[config.mk]
export PLATFORM = sky130hd
export DESIGN_NAME = line_follow_pd_steering_flat
export DESIGN_NICKNAME = d
export VERILOG_FILES = /design/src/rtl/lfps_pkg.sv /design/src/rtl/lfps_if.sv /design/src/rtl/lfps_cfg.sv /design/src/rtl/lfps_track.sv /design/src/rtl/lfps_pd.sv /design/src/rtl/line_follow_pd_steering.sv /design/src/flat_wrapper.sv
export SDC_FILE = /design/constraint.sdc
export NUM_CORES = 1
export LEC_CHECK = 0
export BUFFER_PORTS_ARGS = -buffer_cell sky130_fd_sc_hd__buf_2
export CAP_MARGIN = 20
export CORE_ASPECT_RATIO = 0.6
export CORE_MARGIN = 2
export CORE_UTILIZATION = 55
export CTS_CLUSTER_DIAMETER = 100
export DETAILED_ROUTE_END_ITERATION = 16
export GPL_TIMING_DRIVEN = 0
export PLACE_DENSITY = 0.74
export RECOVER_POWER = 100
export SLEW_MARGIN = 20
export SYNTH_ARGS = -nofsm -noshare
export SYNTH_HDL_FRONTEND = slang
export SYNTH_HIERARCHICAL = 1
export SYNTH_SLANG_ARGS = --single-unit
[constraint.sdc]
create_clock -name clk -period 16.5 [get_ports clk]
set_clock_uncertainty 0.2 [all_clocks]
set_input_delay 4.125 -clock clk [delete_from_list [all_inputs] [get_ports clk]]
set_output_delay 4.125 -clock clk [all_outputs]
set_load 0.05 [all_outputs]
[src/rtl/lfps_pkg.sv]
// ----------------------------------------------------------------------------
// lfps_pkg: shared definitions for the line follow pd steering block
// Widths, codes, register reset values, schedule constants and the
// transfer structs used between the pipeline modules.
// ----------------------------------------------------------------------------
package lfps_pkg;

  // field widths
  localparam int SENS_W   = 8;
  localparam int ERR_W    = 4;
  localparam int SPEED_W  = 8;
  localparam int GAIN_W   = 6;
  localparam int LIMIT_W  = 16;
  localparam int OFFSET_W = 7;
  localparam int DIR_W    = 2;
  localparam int LOST_W   = 16;
  localparam int DRIVE_W  = 12;

  // internal arithmetic width, holds base +/- correction + offset
  localparam int WIDE_W = 14;
  localparam int SAT_W  = (DRIVE_W > WIDE_W) ? DRIVE_W : WIDE_W;
  localparam int CMP_W  = (LOST_W > LIMIT_W) ? LOST_W : LIMIT_W;

  // apb port
  localparam int APB_DW    = 32;
  localparam int REG_IDX_W = 3;
  localparam int APB_AW    = REG_IDX_W + 2;

  // sensor bit positions
  localparam int SB0 = 0;
  localparam int SB1 = 1;
  localparam int SB2 = 2;
  localparam int SB3 = 3;
  localparam int SB4 = 4;
  localparam int SB5 = 5;
  localparam int SD0 = 6;
  localparam int SD5 = 7;

  // encoder error codes
  localparam logic signed [ERR_W-1:0] ERR_P7 = 4'sd7;
  localparam logic signed [ERR_W-1:0] ERR_N7 = -4'sd7;
  localparam logic signed [ERR_W-1:0] ERR_P5 = 4'sd5;
  localparam logic signed [ERR_W-1:0] ERR_N5 = -4'sd5;
  localparam logic signed [ERR_W-1:0] ERR_P4 = 4'sd4;
  localparam logic signed [ERR_W-1:0] ERR_N4 = -4'sd4;
  localparam logic signed [ERR_W-1:0] ERR_P1 = 4'sd1;
  localparam logic signed [ERR_W-1:0] ERR_N1 = -4'sd1;

  // gain schedule and clamp constants
  localparam int BASE_DROP_2  = 25;
  localparam int BASE_DROP_3  = 50;
  localparam int BASE_DROP_45 = 75;
  localparam int BASE_DROP_7  = 100;
  localparam int KP_ADD_3  = 4;
  localparam int KP_ADD_45 = 6;
  localparam int KP_ADD_7  = 3;
  localparam int KD_ADD_2  = 2;
  localparam int KD_ADD_3  = 5;
  localparam int KD_ADD_45 = 6;
  localparam int KD_ADD_7  = 5;
  localparam int CLAMP_MIN      = 10;
  localparam int THR_ODD        = 30;
  localparam int THR_LEFT_EVEN  = 50;
  localparam int THR_RIGHT_EVEN = 10;

  // steering direction codes
  typedef enum logic [DIR_W-1:0] {
    DIR_FWD   = 2'd0,
    DIR_LEFT  = 2'd1,
    DIR_RIGHT = 2'd2
  } dir_t;

  // register index codes
  typedef enum logic [REG_IDX_W-1:0] {
    REG_MAX_SPEED    = 3'd0,
    REG_BASE_SPEED   = 3'd1,
    REG_TURN_SPEED   = 3'd2,
    REG_PROP_GAIN    = 3'd3,
    REG_DERIV_GAIN   = 3'd4,
    REG_LOST_LIMIT   = 3'd5,
    REG_RIGHT_OFFSET = 3'd6
  } reg_idx_t;

  typedef struct packed {
    logic [SPEED_W-1:0]         speed_cap;
    logic [SPEED_W-1:0]         cruise_speed;
    logic [SPEED_W-1:0]         spin_speed;
    logic [GAIN_W-1:0]          prop_gain;
    logic [GAIN_W-1:0]          deriv_gain;
    logic [LIMIT_W-1:0]         gap_limit;
    logic signed [OFFSET_W-1:0] right_offset;
  } cfg_t;

  localparam cfg_t CFG_RESET = '{
    speed_cap:    8'd200,
    cruise_speed: 8'd180,
    spin_speed:   8'd120,
    prop_gain:    6'd20,
    deriv_gain:   6'd10,
    gap_limit:    16'd1000,
    right_offset: 7'sd0
  };

  // tracking stage result handed to the pd stage
  typedef struct packed {
    logic signed [ERR_W-1:0] error;
    logic signed [ERR_W-1:0] prev_error;
    logic                    spin;
  } track_t;

  // saturate a wide signed value to the drive range
  function automatic logic signed [DRIVE_W-1:0] sat_drive(
    input logic signed [WIDE_W-1:0] v
  );
    logic signed [SAT_W-1:0] x;
    logic signed [SAT_W-1:0] hi;
    logic signed [SAT_W-1:0] lo;
    x  = SAT_W'(v);
    hi = SAT_W'((2 ** (DRIVE_W - 1)) - 1);
    lo = -hi - SAT_W'(1);
    if (x > hi) begin
      x = hi;
    end else if (x < lo) begin
      x = lo;
    end
    return DRIVE_W'(x);
  endfunction

endpackage

[src/rtl/lfps_if.sv]
// ----------------------------------------------------------------------------
// lfps_if: sensor and steering channel interfaces
// Valid/ready channels carrying one sensor sample and one steering command.
// ----------------------------------------------------------------------------
interface lfps_in_if;
  logic                        valid;
  logic                        ready;
  logic [lfps_pkg::SENS_W-1:0] line_sensors;

  modport source(output valid, output line_sensors, input ready);
  modport sink(input valid, input line_sensors, output ready);
endinterface

interface lfps_out_if;
  logic                                valid;
  logic                                ready;
  lfps_pkg::dir_t                      direction;
  logic signed [lfps_pkg::DRIVE_W-1:0] left_drive;
  logic signed [lfps_pkg::DRIVE_W-1:0] right_drive;
  logic signed [lfps_pkg::ERR_W-1:0]   line_error;
  logic                                line_lost;

  modport source(output valid, output direction, output left_drive, output right_drive,
                 output line_error, output line_lost, input ready);
  modport sink(input valid, input direction, input left_drive, input right_drive,
               input line_error, input line_lost, output ready);
endinterface

[src/rtl/lfps_cfg.sv]
// ----------------------------------------------------------------------------
// lfps_cfg: configuration register file
// APB-style register bank holding speeds, gains, lost limit and offset.
// ----------------------------------------------------------------------------
module lfps_cfg (
  input  logic                          clk,
  input  logic                          rst_n,
  input  logic                          psel,
  input  logic                          penable,
  input  logic                          pwrite,
  input  logic [lfps_pkg::APB_AW-1:0]   paddr,
  input  logic [lfps_pkg::APB_DW-1:0]   pwdata,
  output logic [lfps_pkg::APB_DW-1:0]   prdata,
  output logic                          pready,
  output lfps_pkg::cfg_t                cfg
);

  lfps_pkg::cfg_t     cfg_r;
  lfps_pkg::cfg_t     cfg_nxt;
  lfps_pkg::reg_idx_t idx;
  logic               wr_en;

  assign idx    = lfps_pkg::reg_idx_t'(paddr[lfps_pkg::APB_AW-1:2]);
  assign wr_en  = psel & penable & pwrite;
  assign pready = 1'b1;
  assign cfg    = cfg_r;

  // write decode
  always_comb begin
    cfg_nxt = cfg_r;
    if (wr_en) begin
      unique case (idx)
        lfps_pkg::REG_MAX_SPEED:
          cfg_nxt.speed_cap = pwdata[lfps_pkg::SPEED_W-1:0];
        lfps_pkg::REG_BASE_SPEED:
          cfg_nxt.cruise_speed = pwdata[lfps_pkg::SPEED_W-1:0];
        lfps_pkg::REG_TURN_SPEED:
          cfg_nxt.spin_speed = pwdata[lfps_pkg::SPEED_W-1:0];
        lfps_pkg::REG_PROP_GAIN:
          cfg_nxt.prop_gain = pwdata[lfps_pkg::GAIN_W-1:0];
        lfps_pkg::REG_DERIV_GAIN:
          cfg_nxt.deriv_gain = pwdata[lfps_pkg::GAIN_W-1:0];
        lfps_pkg::REG_LOST_LIMIT:
          cfg_nxt.gap_limit = pwdata[lfps_pkg::LIMIT_W-1:0];
        lfps_pkg::REG_RIGHT_OFFSET:
          cfg_nxt.right_offset = pwdata[lfps_pkg::OFFSET_W-1:0];
        default: ;
      endcase
    end
  end

  // read decode
  always_comb begin
    unique case (idx)
      lfps_pkg::REG_MAX_SPEED:    prdata = lfps_pkg::APB_DW'(cfg_r.speed_cap);
      lfps_pkg::REG_BASE_SPEED:   prdata = lfps_pkg::APB_DW'(cfg_r.cruise_speed);
      lfps_pkg::REG_TURN_SPEED:   prdata = lfps_pkg::APB_DW'(cfg_r.spin_speed);
      lfps_pkg::REG_PROP_GAIN:    prdata = lfps_pkg::APB_DW'(cfg_r.prop_gain);
      lfps_pkg::REG_DERIV_GAIN:   prdata = lfps_pkg::APB_DW'(cfg_r.deriv_gain);
      lfps_pkg::REG_LOST_LIMIT:   prdata = lfps_pkg::APB_DW'(cfg_r.gap_limit);
      lfps_pkg::REG_RIGHT_OFFSET: prdata = lfps_pkg::APB_DW'(cfg_r.right_offset);
      default:                    prdata = '0;
    endcase
  end

  always_ff @(posedge clk) begin
    if (!rst_n) begin
      cfg_r <= lfps_pkg::CFG_RESET;
    end else begin
      cfg_r <= cfg_nxt;
    end
  end

endmodule

[src/rtl/lfps_track.sv]
// ----------------------------------------------------------------------------
// lfps_track: sensor capture and line tracking stage
// Registers the sensor sample, encodes the position error, keeps the held
// error, previous error and lost counter, and flags the search spin.
// ----------------------------------------------------------------------------
module lfps_track (
  input  logic                           clk,
  input  logic                           rst_n,
  lfps_in_if.sink                        in_ch,
  input  logic [lfps_pkg::LIMIT_W-1:0]   gap_limit,
  input  logic                           trk_rdy,
  output logic                           trk_vld,
  output lfps_pkg::track_t               trk
);

  logic                              s1_vld_r;
  logic                              s1_vld_nxt;
  logic [lfps_pkg::SENS_W-1:0]       sens_r;
  logic                              s2_vld_r;
  logic                              s2_vld_nxt;
  lfps_pkg::track_t                  trk_r;
  lfps_pkg::track_t                  trk_nxt;
  logic signed [lfps_pkg::ERR_W-1:0] held_r;
  logic signed [lfps_pkg::ERR_W-1:0] held_nxt;
  logic signed [lfps_pkg::ERR_W-1:0] prev_r;
  logic signed [lfps_pkg::ERR_W-1:0] prev_nxt;
  logic [lfps_pkg::LOST_W-1:0]       lost_r;
  logic [lfps_pkg::LOST_W-1:0]       lost_nxt;
  logic                              s1_rdy;
  logic                              s2_rdy;
  logic                              fire;
  logic                              hit;
  logic signed [lfps_pkg::ERR_W-1:0] enc;
  logic signed [lfps_pkg::ERR_W-1:0] err;

  // stage handshake
  assign s2_rdy      = ~s2_vld_r | trk_rdy;
  assign s1_rdy      = ~s1_vld_r | s2_rdy;
  assign fire        = s1_vld_r & s2_rdy;
  assign in_ch.ready = s1_rdy;
  assign s1_vld_nxt  = s1_rdy ? in_ch.valid : s1_vld_r;
  assign s2_vld_nxt  = s2_rdy ? s1_vld_r : s2_vld_r;
  assign trk_vld     = s2_vld_r;
  assign trk         = trk_r;

  // priority encoder, first match wins
  always_comb begin
    hit = 1'b1;
    enc = '0;
    if (sens_r[lfps_pkg::SB3] & sens_r[lfps_pkg::SB2] & sens_r[lfps_pkg::SD0]) begin
      enc = lfps_pkg::ERR_P7;
    end else if (sens_r[lfps_pkg::SB3] & sens_r[lfps_pkg::SB2] & sens_r[lfps_pkg::SD5]) begin
      enc = lfps_pkg::ERR_N7;
    end else if (sens_r[lfps_pkg::SB5]) begin
      enc = lfps_pkg::ERR_N5;
    end else if (sens_r[lfps_pkg::SB0]) begin
      enc = lfps_pkg::ERR_P5;
    end else if (sens_r[lfps_pkg::SB4]) begin
      enc = lfps_pkg::ERR_N4;
    end else if (sens_r[lfps_pkg::SB1]) begin
      enc = lfps_pkg::ERR_P4;
    end else if (sens_r[lfps_pkg::SB3]) begin
      enc = lfps_pkg::ERR_N1;
    end else if (sens_r[lfps_pkg::SB2]) begin
      enc = lfps_pkg::ERR_P1;
    end else begin
      hit = 1'b0;
    end
  end

  // hold last hit, count lost ticks with saturation
  always_comb begin
    err      = hit ? enc : held_r;
    held_nxt = held_r;
    prev_nxt = prev_r;
    lost_nxt = lost_r;
    if (fire) begin
      held_nxt = err;
      prev_nxt = err;
      if (hit) begin
        lost_nxt = '0;
      end else if (!(&lost_r)) begin
        lost_nxt = lost_r + lfps_pkg::LOST_W'(1);
      end
    end
    trk_nxt.error      = err;
    trk_nxt.prev_error = prev_r;
    trk_nxt.spin       = lfps_pkg::CMP_W'(lost_nxt) > lfps_pkg::CMP_W'(gap_limit);
  end

  // control and tracking state
  always_ff @(posedge clk) begin
    if (!rst_n) begin
      s1_vld_r <= 1'b0;
      s2_vld_r <= 1'b0;
      held_r   <= '0;
      prev_r   <= '0;
      lost_r   <= '0;
    end else begin
      s1_vld_r <= s1_vld_nxt;
      s2_vld_r <= s2_vld_nxt;
      held_r   <= held_nxt;
      prev_r   <= prev_nxt;
      lost_r   <= lost_nxt;
    end
  end

  // payload registers
  always_ff @(posedge clk) begin
    if (s1_rdy && in_ch.valid) begin
      sens_r <= in_ch.line_sensors;
    end
    if (fire) begin
      trk_r <= trk_nxt;
    end
  end

endmodule

[src/rtl/lfps_pd.sv]
// ----------------------------------------------------------------------------
// lfps_pd: gain schedule, pd correction and result register
// Picks base speed and gains by error size, forms the pd correction,
// clamps the wheel drives and registers the steering command.
// ----------------------------------------------------------------------------
module lfps_pd (
  input  logic             clk,
  input  logic             rst_n,
  input  lfps_pkg::cfg_t   cfg,
  input  logic             trk_vld,
  input  lfps_pkg::track_t trk,
  output logic             trk_rdy,
  lfps_out_if.source       out_ch
);

  localparam int W = lfps_pkg::WIDE_W;
  localparam int KW = lfps_pkg::GAIN_W + 1;

  logic                                out_vld_r;
  logic                                out_vld_nxt;
  lfps_pkg::dir_t                      dir_r;
  lfps_pkg::dir_t                      dir_nxt;
  logic signed [lfps_pkg::DRIVE_W-1:0] left_r;
  logic signed [lfps_pkg::DRIVE_W-1:0] left_nxt;
  logic signed [lfps_pkg::DRIVE_W-1:0] right_r;
  logic signed [lfps_pkg::DRIVE_W-1:0] right_nxt;
  logic signed [lfps_pkg::ERR_W-1:0]   err_r;
  logic                                lost_r;
  logic                                load;
  logic [2:0]                          mag;
  logic [KW-1:0]                       kp;
  logic [KW-1:0]                       kd;
  logic signed [W-1:0]                 base_w;
  logic signed [W-1:0]                 e_w;
  logic signed [W-1:0]                 diff_w;
  logic signed [W-1:0]                 corr;
  logic signed [W-1:0]                 pl;
  logic signed [W-1:0]                 pr;
  logic signed [W-1:0]                 tl;
  logic signed [W-1:0]                 tr;
  logic signed [W-1:0]                 left_w;
  logic signed [W-1:0]                 right_w;
  logic signed [W-1:0]                 max_w;
  logic signed [W-1:0]                 turn_w;

  // clamp a wheel drive into 0, the band [min, max], or max
  function automatic logic signed [W-1:0] clamp(
    input logic signed [W-1:0] v,
    input logic signed [W-1:0] vmax
  );
    logic signed [W-1:0] r;
    r = v;
    if (v > vmax) begin
      r = vmax;
    end else if (v < W'(lfps_pkg::CLAMP_MIN)) begin
      r = '0;
    end
    return r;
  endfunction

  // result register handshake
  assign trk_rdy     = ~out_vld_r | out_ch.ready;
  assign load        = trk_vld & trk_rdy;
  assign out_vld_nxt = trk_rdy ? trk_vld : out_vld_r;

  assign mag    = trk.error[lfps_pkg::ERR_W-1] ? 3'(-trk.error) : 3'(trk.error);
  assign e_w    = W'(trk.error);
  assign diff_w = e_w - W'(trk.prev_error);
  assign max_w  = W'({1'b0, cfg.speed_cap});
  assign turn_w = W'({1'b0, cfg.spin_speed});

  // gain schedule by error size
  always_comb begin
    base_w = W'({1'b0, cfg.cruise_speed});
    kp     = {1'b0, cfg.prop_gain};
    kd     = {1'b0, cfg.deriv_gain};
    case (mag) inside
      3'd7: begin
        base_w = base_w - W'(lfps_pkg::BASE_DROP_7);
        kp     = kp + KW'(lfps_pkg::KP_ADD_7);
        kd     = kd + KW'(lfps_pkg::KD_ADD_7);
      end
      3'd2: begin
        base_w = base_w - W'(lfps_pkg::BASE_DROP_2);
        kd     = kd + KW'(lfps_pkg::KD_ADD_2);
      end
      3'd3: begin
        base_w = base_w - W'(lfps_pkg::BASE_DROP_3);
        kp     = kp + KW'(lfps_pkg::KP_ADD_3);
        kd     = kd + KW'(lfps_pkg::KD_ADD_3);
      end
      3'd4, 3'd5: begin
        base_w = base_w - W'(lfps_pkg::BASE_DROP_45);
        kp     = kp + KW'(lfps_pkg::KP_ADD_45);
        kd     = kd + KW'(lfps_pkg::KD_ADD_45);
      end
      default: ;
    endcase
  end

  // pd correction and clamped wheel drives
  assign corr = (W'(kp) * e_w) + (W'(kd) * diff_w);
  assign pl   = clamp(base_w - corr, max_w);
  assign pr   = clamp(base_w + corr + W'(cfg.right_offset), max_w);
  assign tl   = mag[0] ? W'(lfps_pkg::THR_ODD) : W'(lfps_pkg::THR_LEFT_EVEN);
  assign tr   = mag[0] ? W'(lfps_pkg::THR_ODD) : W'(lfps_pkg::THR_RIGHT_EVEN);

  // command select: search spin, turn or forward
  always_comb begin
    if (trk.spin) begin
      dir_nxt = (trk.error > 0) ? lfps_pkg::DIR_LEFT : lfps_pkg::DIR_RIGHT;
      left_w  = turn_w;
      right_w = turn_w;
    end else if (mag >= 3'd2) begin
      dir_nxt = (trk.error > 0) ? lfps_pkg::DIR_RIGHT : lfps_pkg::DIR_LEFT;
      left_w  = (pl < tl) ? corr : pl;
      right_w = (pr < tr) ? corr : pr;
    end else begin
      dir_nxt = lfps_pkg::DIR_FWD;
      left_w  = pl;
      right_w = pr;
    end
    left_nxt  = lfps_pkg::sat_drive(left_w);
    right_nxt = lfps_pkg::sat_drive(right_w);
  end

  always_ff @(posedge clk) begin
    if (!rst_n) begin
      out_vld_r <= 1'b0;
    end else begin
      out_vld_r <= out_vld_nxt;
    end
  end

  always_ff @(posedge clk) begin
    if (load) begin
      dir_r   <= dir_nxt;
      left_r  <= left_nxt;
      right_r <= right_nxt;
      err_r   <= trk.error;
      lost_r  <= trk.spin;
    end
  end

  assign out_ch.valid       = out_vld_r;
  assign out_ch.direction   = dir_r;
  assign out_ch.left_drive  = left_r;
  assign out_ch.right_drive = right_r;
  assign out_ch.line_error  = err_r;
  assign out_ch.line_lost   = lost_r;

endmodule

[src/rtl/line_follow_pd_steering.sv]
// The block takes one eight-bit line sensor sample per transaction and returns
// one steering command per sample, in order. It accepts a sample every clock
// cycle unless the output stalls. Three registers lie on the path: the sample
// register loaded at the accepting edge, the tracking stage that encodes the
// error and updates the held error, previous error and lost count, and the
// result register after the pd arithmetic. Each stage holds its data while the
// next one is full, so a stalled output does not drop or repeat commands.
// Write registers over the APB-style port only while no sample is in flight;
// the block does not enforce this. There is no clearing pass after reset.
// ----------------------------------------------------------------------------
// line_follow_pd_steering: line follower pd steering controller
// Top level joining the register bank, the tracking stage and the pd stage.
// ----------------------------------------------------------------------------
module line_follow_pd_steering (
  input  logic                         clk,
  input  logic                         rst_n,
  lfps_in_if.sink                      in_ch,
  lfps_out_if.source                   out_ch,
  input  logic                         psel,
  input  logic                         penable,
  input  logic                         pwrite,
  input  logic [lfps_pkg::APB_AW-1:0]  paddr,
  input  logic [lfps_pkg::APB_DW-1:0]  pwdata,
  output logic [lfps_pkg::APB_DW-1:0]  prdata,
  output logic                         pready
);

  lfps_pkg::cfg_t   cfg;
  lfps_pkg::track_t trk;
  logic             trk_vld;
  logic             trk_rdy;

  // register bank
  lfps_cfg u_cfg (
    .clk     (clk),
    .rst_n   (rst_n),
    .psel    (psel),
    .penable (penable),
    .pwrite  (pwrite),
    .paddr   (paddr),
    .pwdata  (pwdata),
    .prdata  (prdata),
    .pready  (pready),
    .cfg     (cfg)
  );

  // sample capture and line tracking
  lfps_track u_track (
    .clk       (clk),
    .rst_n     (rst_n),
    .in_ch     (in_ch),
    .gap_limit (cfg.gap_limit),
    .trk_rdy   (trk_rdy),
    .trk_vld   (trk_vld),
    .trk       (trk)
  );

  // pd correction and result register
  lfps_pd u_pd (
    .clk     (clk),
    .rst_n   (rst_n),
    .cfg     (cfg),
    .trk_vld (trk_vld),
    .trk     (trk),
    .trk_rdy (trk_rdy),
    .out_ch  (out_ch)
  );

`ifndef SYNTHESIS
  // a search spin never issues a forward command
  a_spin_turns: assert property (@(posedge clk) disable iff (!rst_n)
    out_ch.valid && out_ch.line_lost |-> out_ch.direction != lfps_pkg::DIR_FWD)
    else $error("search spin with forward direction");

  // a search spin drives both wheels alike
  a_spin_equal: assert property (@(posedge clk) disable iff (!rst_n)
    out_ch.valid && out_ch.line_lost |-> out_ch.left_drive == out_ch.right_drive)
    else $error("search spin with unequal drives");

  // forward only for small errors outside a spin
  a_fwd_small: assert property (@(posedge clk) disable iff (!rst_n)
    out_ch.valid && out_ch.direction == lfps_pkg::DIR_FWD |->
      (out_ch.line_error == 4'sd0 || out_ch.line_error == 4'sd1 ||
       out_ch.line_error == -4'sd1))
    else $error("forward command with large error");
`endif

endmodule
[src/flat_wrapper.sv]
// flat-port wrapper written by rule: the top's interface ports become plain ports
module line_follow_pd_steering_flat 
  (clk, rst_n, psel, penable, pwrite, paddr, pwdata, prdata, pready, in_ch_valid, in_ch_line_sensors, in_ch_ready, out_ch_valid, out_ch_direction, out_ch_left_drive, out_ch_right_drive, out_ch_line_error, out_ch_line_lost, out_ch_ready);
  lfps_in_if in_ch_i ();
  lfps_out_if out_ch_i ();
  input  logic clk;
  input  logic rst_n;
  input  logic psel;
  input  logic penable;
  input  logic pwrite;
  input  logic [lfps_pkg::APB_AW-1:0] paddr;
  input  logic [lfps_pkg::APB_DW-1:0] pwdata;
  output logic [lfps_pkg::APB_DW-1:0] prdata;
  output logic pready;
  input wire logic [$bits(in_ch_i.valid)-1:0] in_ch_valid;
  input wire logic [$bits(in_ch_i.line_sensors)-1:0] in_ch_line_sensors;
  output wire logic [$bits(in_ch_i.ready)-1:0] in_ch_ready;
  output wire logic [$bits(out_ch_i.valid)-1:0] out_ch_valid;
  output wire logic [$bits(out_ch_i.direction)-1:0] out_ch_direction;
  output wire logic [$bits(out_ch_i.left_drive)-1:0] out_ch_left_drive;
  output wire logic [$bits(out_ch_i.right_drive)-1:0] out_ch_right_drive;
  output wire logic [$bits(out_ch_i.line_error)-1:0] out_ch_line_error;
  output wire logic [$bits(out_ch_i.line_lost)-1:0] out_ch_line_lost;
  input wire logic [$bits(out_ch_i.ready)-1:0] out_ch_ready;
  assign in_ch_i.valid = in_ch_valid;
  assign in_ch_i.line_sensors = in_ch_line_sensors;
  assign in_ch_ready = in_ch_i.ready;
  assign out_ch_valid = out_ch_i.valid;
  assign out_ch_direction = out_ch_i.direction;
  assign out_ch_left_drive = out_ch_i.left_drive;
  assign out_ch_right_drive = out_ch_i.right_drive;
  assign out_ch_line_error = out_ch_i.line_error;
  assign out_ch_line_lost = out_ch_i.line_lost;
  assign out_ch_i.ready = out_ch_ready;
  line_follow_pd_steering u_core (.clk(clk), .rst_n(rst_n), .in_ch(in_ch_i), .out_ch(out_ch_i), .psel(psel), .penable(penable), .pwrite(pwrite), .paddr(paddr), .pwdata(pwdata), .prdata(prdata), .pready(pready));
endmodule
==> results_dict.tcl <==
set metrics [dict create \
    place.gp.congestion 0.9962 \
    synth_cell_type_count 93 \
    antenna_found_initial 0 \
    hold_violations 0 \
    clock_latency_ns 0.43 \
    async_flop_share_pct 0 \
    grt_start_max_net_pins 25 \
    cts_tree "done" \
    syn_nets 1870 \
    syn_area_per_cell_sq_um 8.419 \
    clock_sinks 130 \
    fp.dieW_um 207.6 \
    cts_buffer_depth 2 \
    wl_per_cell_um 20.57 \
    cts-resized-gates 0 \
    drtIter0Drc 1446 \
    htree_levels 4 \
    die-area_sq_um 26190 \
    slowest_stage "a221oi_1" \
    ys.flop_type "dfxtp_1" \
    cp_top_family "adder cells" \
    reg2reg_from "u_core/u_track/trk[5]" \
    crit_cells 50 \
    track_usage_pct 32.59 \
    max_cap_violations 0 \
    setup_viol 0 \
    grt-ovfl-total 0 \
    dr_total_vias 12920 \
    rsz0062_at_grt "no" \
    synth_edf_count 48 \
    chipHeight_um 126.2 \
    min_period_ns 15.40 \
    ys.warnings.count 6 \
    numCtsBuffers 17 \
    io_pins 118 \
    io_buffers 97 \
    r2r-end "u_core/u_pd/out_ch.right_drive[2]" \
    drc_errors 0 \
    cp-startpoint "u_core/u_track/trk[5]" \
    cp_data_required_time_ns 16.47 \
    outcome "finished clean" \
    placed_cell_area_sq_um 14600 \
    wirelength_um 42710 \
    end_kind "flop" \
    worstMarginPinSlew_ns 1.251 \
    fin_crit_sh_pct 93.33 \
    diodes 0 \
    cts-root-buf "clkbuf_16" \
    path_buf_inv 11 \
    crit_top_cell "ha_1" \
    synth_cells 1625 \
    dr.pass1.iters 6 \
    fmax_mhz 64.94 \
    finalInstanceArea_sq_um 15000 \
    syn_area_sq_um 13680 \
    relSlewSlack_pct 16.59 \
    grt_pass1_vias 11920 \
    start_kind "flop" \
    hold_buffers 0 \
    synth-seq-cells 130 \
    r2r_slack_ns 1.10 \
    area_delta_synth_final_pct 9.667 \
    dp_hpwl_um 33880 \
    drive_above_1_share_pct 7.982 \
    post-cts-setup-buffer-count 0 \
    hp-class "flop to flop" \
    cp-endpoint "u_core/u_pd/out_ch.right_drive[2]" \
    path_max_fanout 16 \
    viasPerCell 6.224 \
    core_area_sq_um 24280 \
    path_class "flop to flop" \
    clk_pin_slew_ns 0.06 \
    drtAntennaViolNets 0 \
    drv_slew 0 \
    worstPathArrival_ns 15.37 \
    reg2reg_depth 50 \
    synth-seq-area-share_pct 22.54 \
    core.rowCount 44 \
    initial_core_util_pct 56.35 \
    setup_tns_ns 0 \
    grt_pass1_wl_um 66470 \
    num-nets-final 1986 \
    slowest_delay_ns 0.63 \
]
[area by class of cell]
type	instances	area, sq um
clock buffer	18	429.2
buffer	82	407.9
clock inverter	14	128.9
tap	322	402.9
sequential	130	3083
multi-input combinational	1262	9577
timing repair buffer	98	411.6
inverter	150	563.0
fill	2139	9275
[per-layer routing]
layer	global-route usage (%)	wire (um)
met5	1.633	57
met4	6.592	591
met3	13.12	6199
met2	42.76	15940
met1	49.12	19920
[how the worst min path moves through the flow]
stage / slack (ns) / endpoint / from / cells after the start
after floorplan: 0.22 / u_core/u_track/trk[4] / u_core/u_track/prev_r[3] / 0
after global placement: 0.24 / u_core/u_track/trk[2] / u_core/u_track/prev_r[1] / 0
after detailed placement: 0.25 / u_core/u_track/trk[1] / u_core/u_track/prev_r[0] / 0
after CTS: 0.27 / u_core/u_track/trk[2] / u_core/u_track/prev_r[1] / 0
after global routing: 0.29 / u_core/u_cfg/cfg[17] / u_core/u_cfg/cfg[17] / 2
final: 0.27 / u_core/u_track/trk[1] / u_core/u_track/prev_r[0] / 0
[synth_stat cells (12+ instances only)]
cell type	number	area share, %
ha_1	149	14
inv_1	147	4.0
nand2_1	130	3.6
nor2_1	129	3.5
a21oi_1	92	3.4
o21ai_0	83	3.0
dfxtp_1	82	12
mux2i_1	68	5.0
xnor2_1	62	4.0
edfxtp_1	48	11
clkbuf_1	45	1.2
fa_1	44	6.4
nor3_1	36	1.3
nor2b_1	34	1.6
a21o_1	30	1.6
nand3_1	29	1.1
and2_1	26	1.2
o21a_1	23	1.3
xor2_1	21	1.3
a211oi_1	19	1.0
buf_4	19	1.0
mux2_2	16	1.3
nand2b_1	15	0.69
buf_2	14	0.51
o211ai_1	13	0.71
a31oi_1	12	0.55
nand4_1	12	0.55
o21bai_1	12	0.66
[through the flow]
stage | cells | util [%] | hold WS, ns | setup WS (ns)
after floorplan | 1625 | - | 0.2220 | 4.414
after global placement | 2044 | 60.01 | 0.2382 | 1.449
after detailed placement | 2045 | 60.13 | 0.2463 | 1.339
after CTS | 2077 | 62.43 | 0.2652 | 1.278
after global routing | 2076 | 61.80 | 0.2891 | 0.1143
final | 2076 | 61.80 | 0.2666 | 1.100
[kinds of logic (layout without fill, tap and decap cells)]
kind of cell	count (synthesis)	after routing	synth area share [%]
fa+ha+maj	193	193	20.07
simple gates	484	484	17.53
buf+inv	233	362	7.262
flops	130	130	22.54
compound gates	416	416	20.89
other cells	1	1	0.02741
xor+xnor	83	83	5.314
mux	85	85	6.375
[cell usage in the layout, fill, tap and decap left out, drive strengths merged, types with 44 or more instances in the layout]
master / n
ha: 149
edfxtp: 48
mux2i: 68
a21oi: 92
xnor2: 62
fa: 44
nand2: 130
inv: 152
nor2: 132
o21ai: 91
clkbuf: 132
buf: 66
dfxtp: 82
[flip-flops by register name (all words and copies together), names as in the netlist]
register	flops
u_core/u_cfg/cfg	59
u_core/u_pd/out_ch.direction	2
u_core/u_pd/out_ch.left_drive	12
u_core/u_pd/out_ch.line_error	4
u_core/u_pd/out_ch.line_lost	1
u_core/u_pd/out_ch.right_drive	12
u_core/u_pd/out_ch.valid	1
u_core/u_track/lost_r	16
u_core/u_track/prev_r	4
u_core/u_track/s1_vld_r	1
u_core/u_track/sens_r	8
u_core/u_track/trk	9
u_core/u_track/trk_vld	1
Power is not shown: default switching activity piles up to over one toggle a cycle in this logic, so the estimate is an artifact.
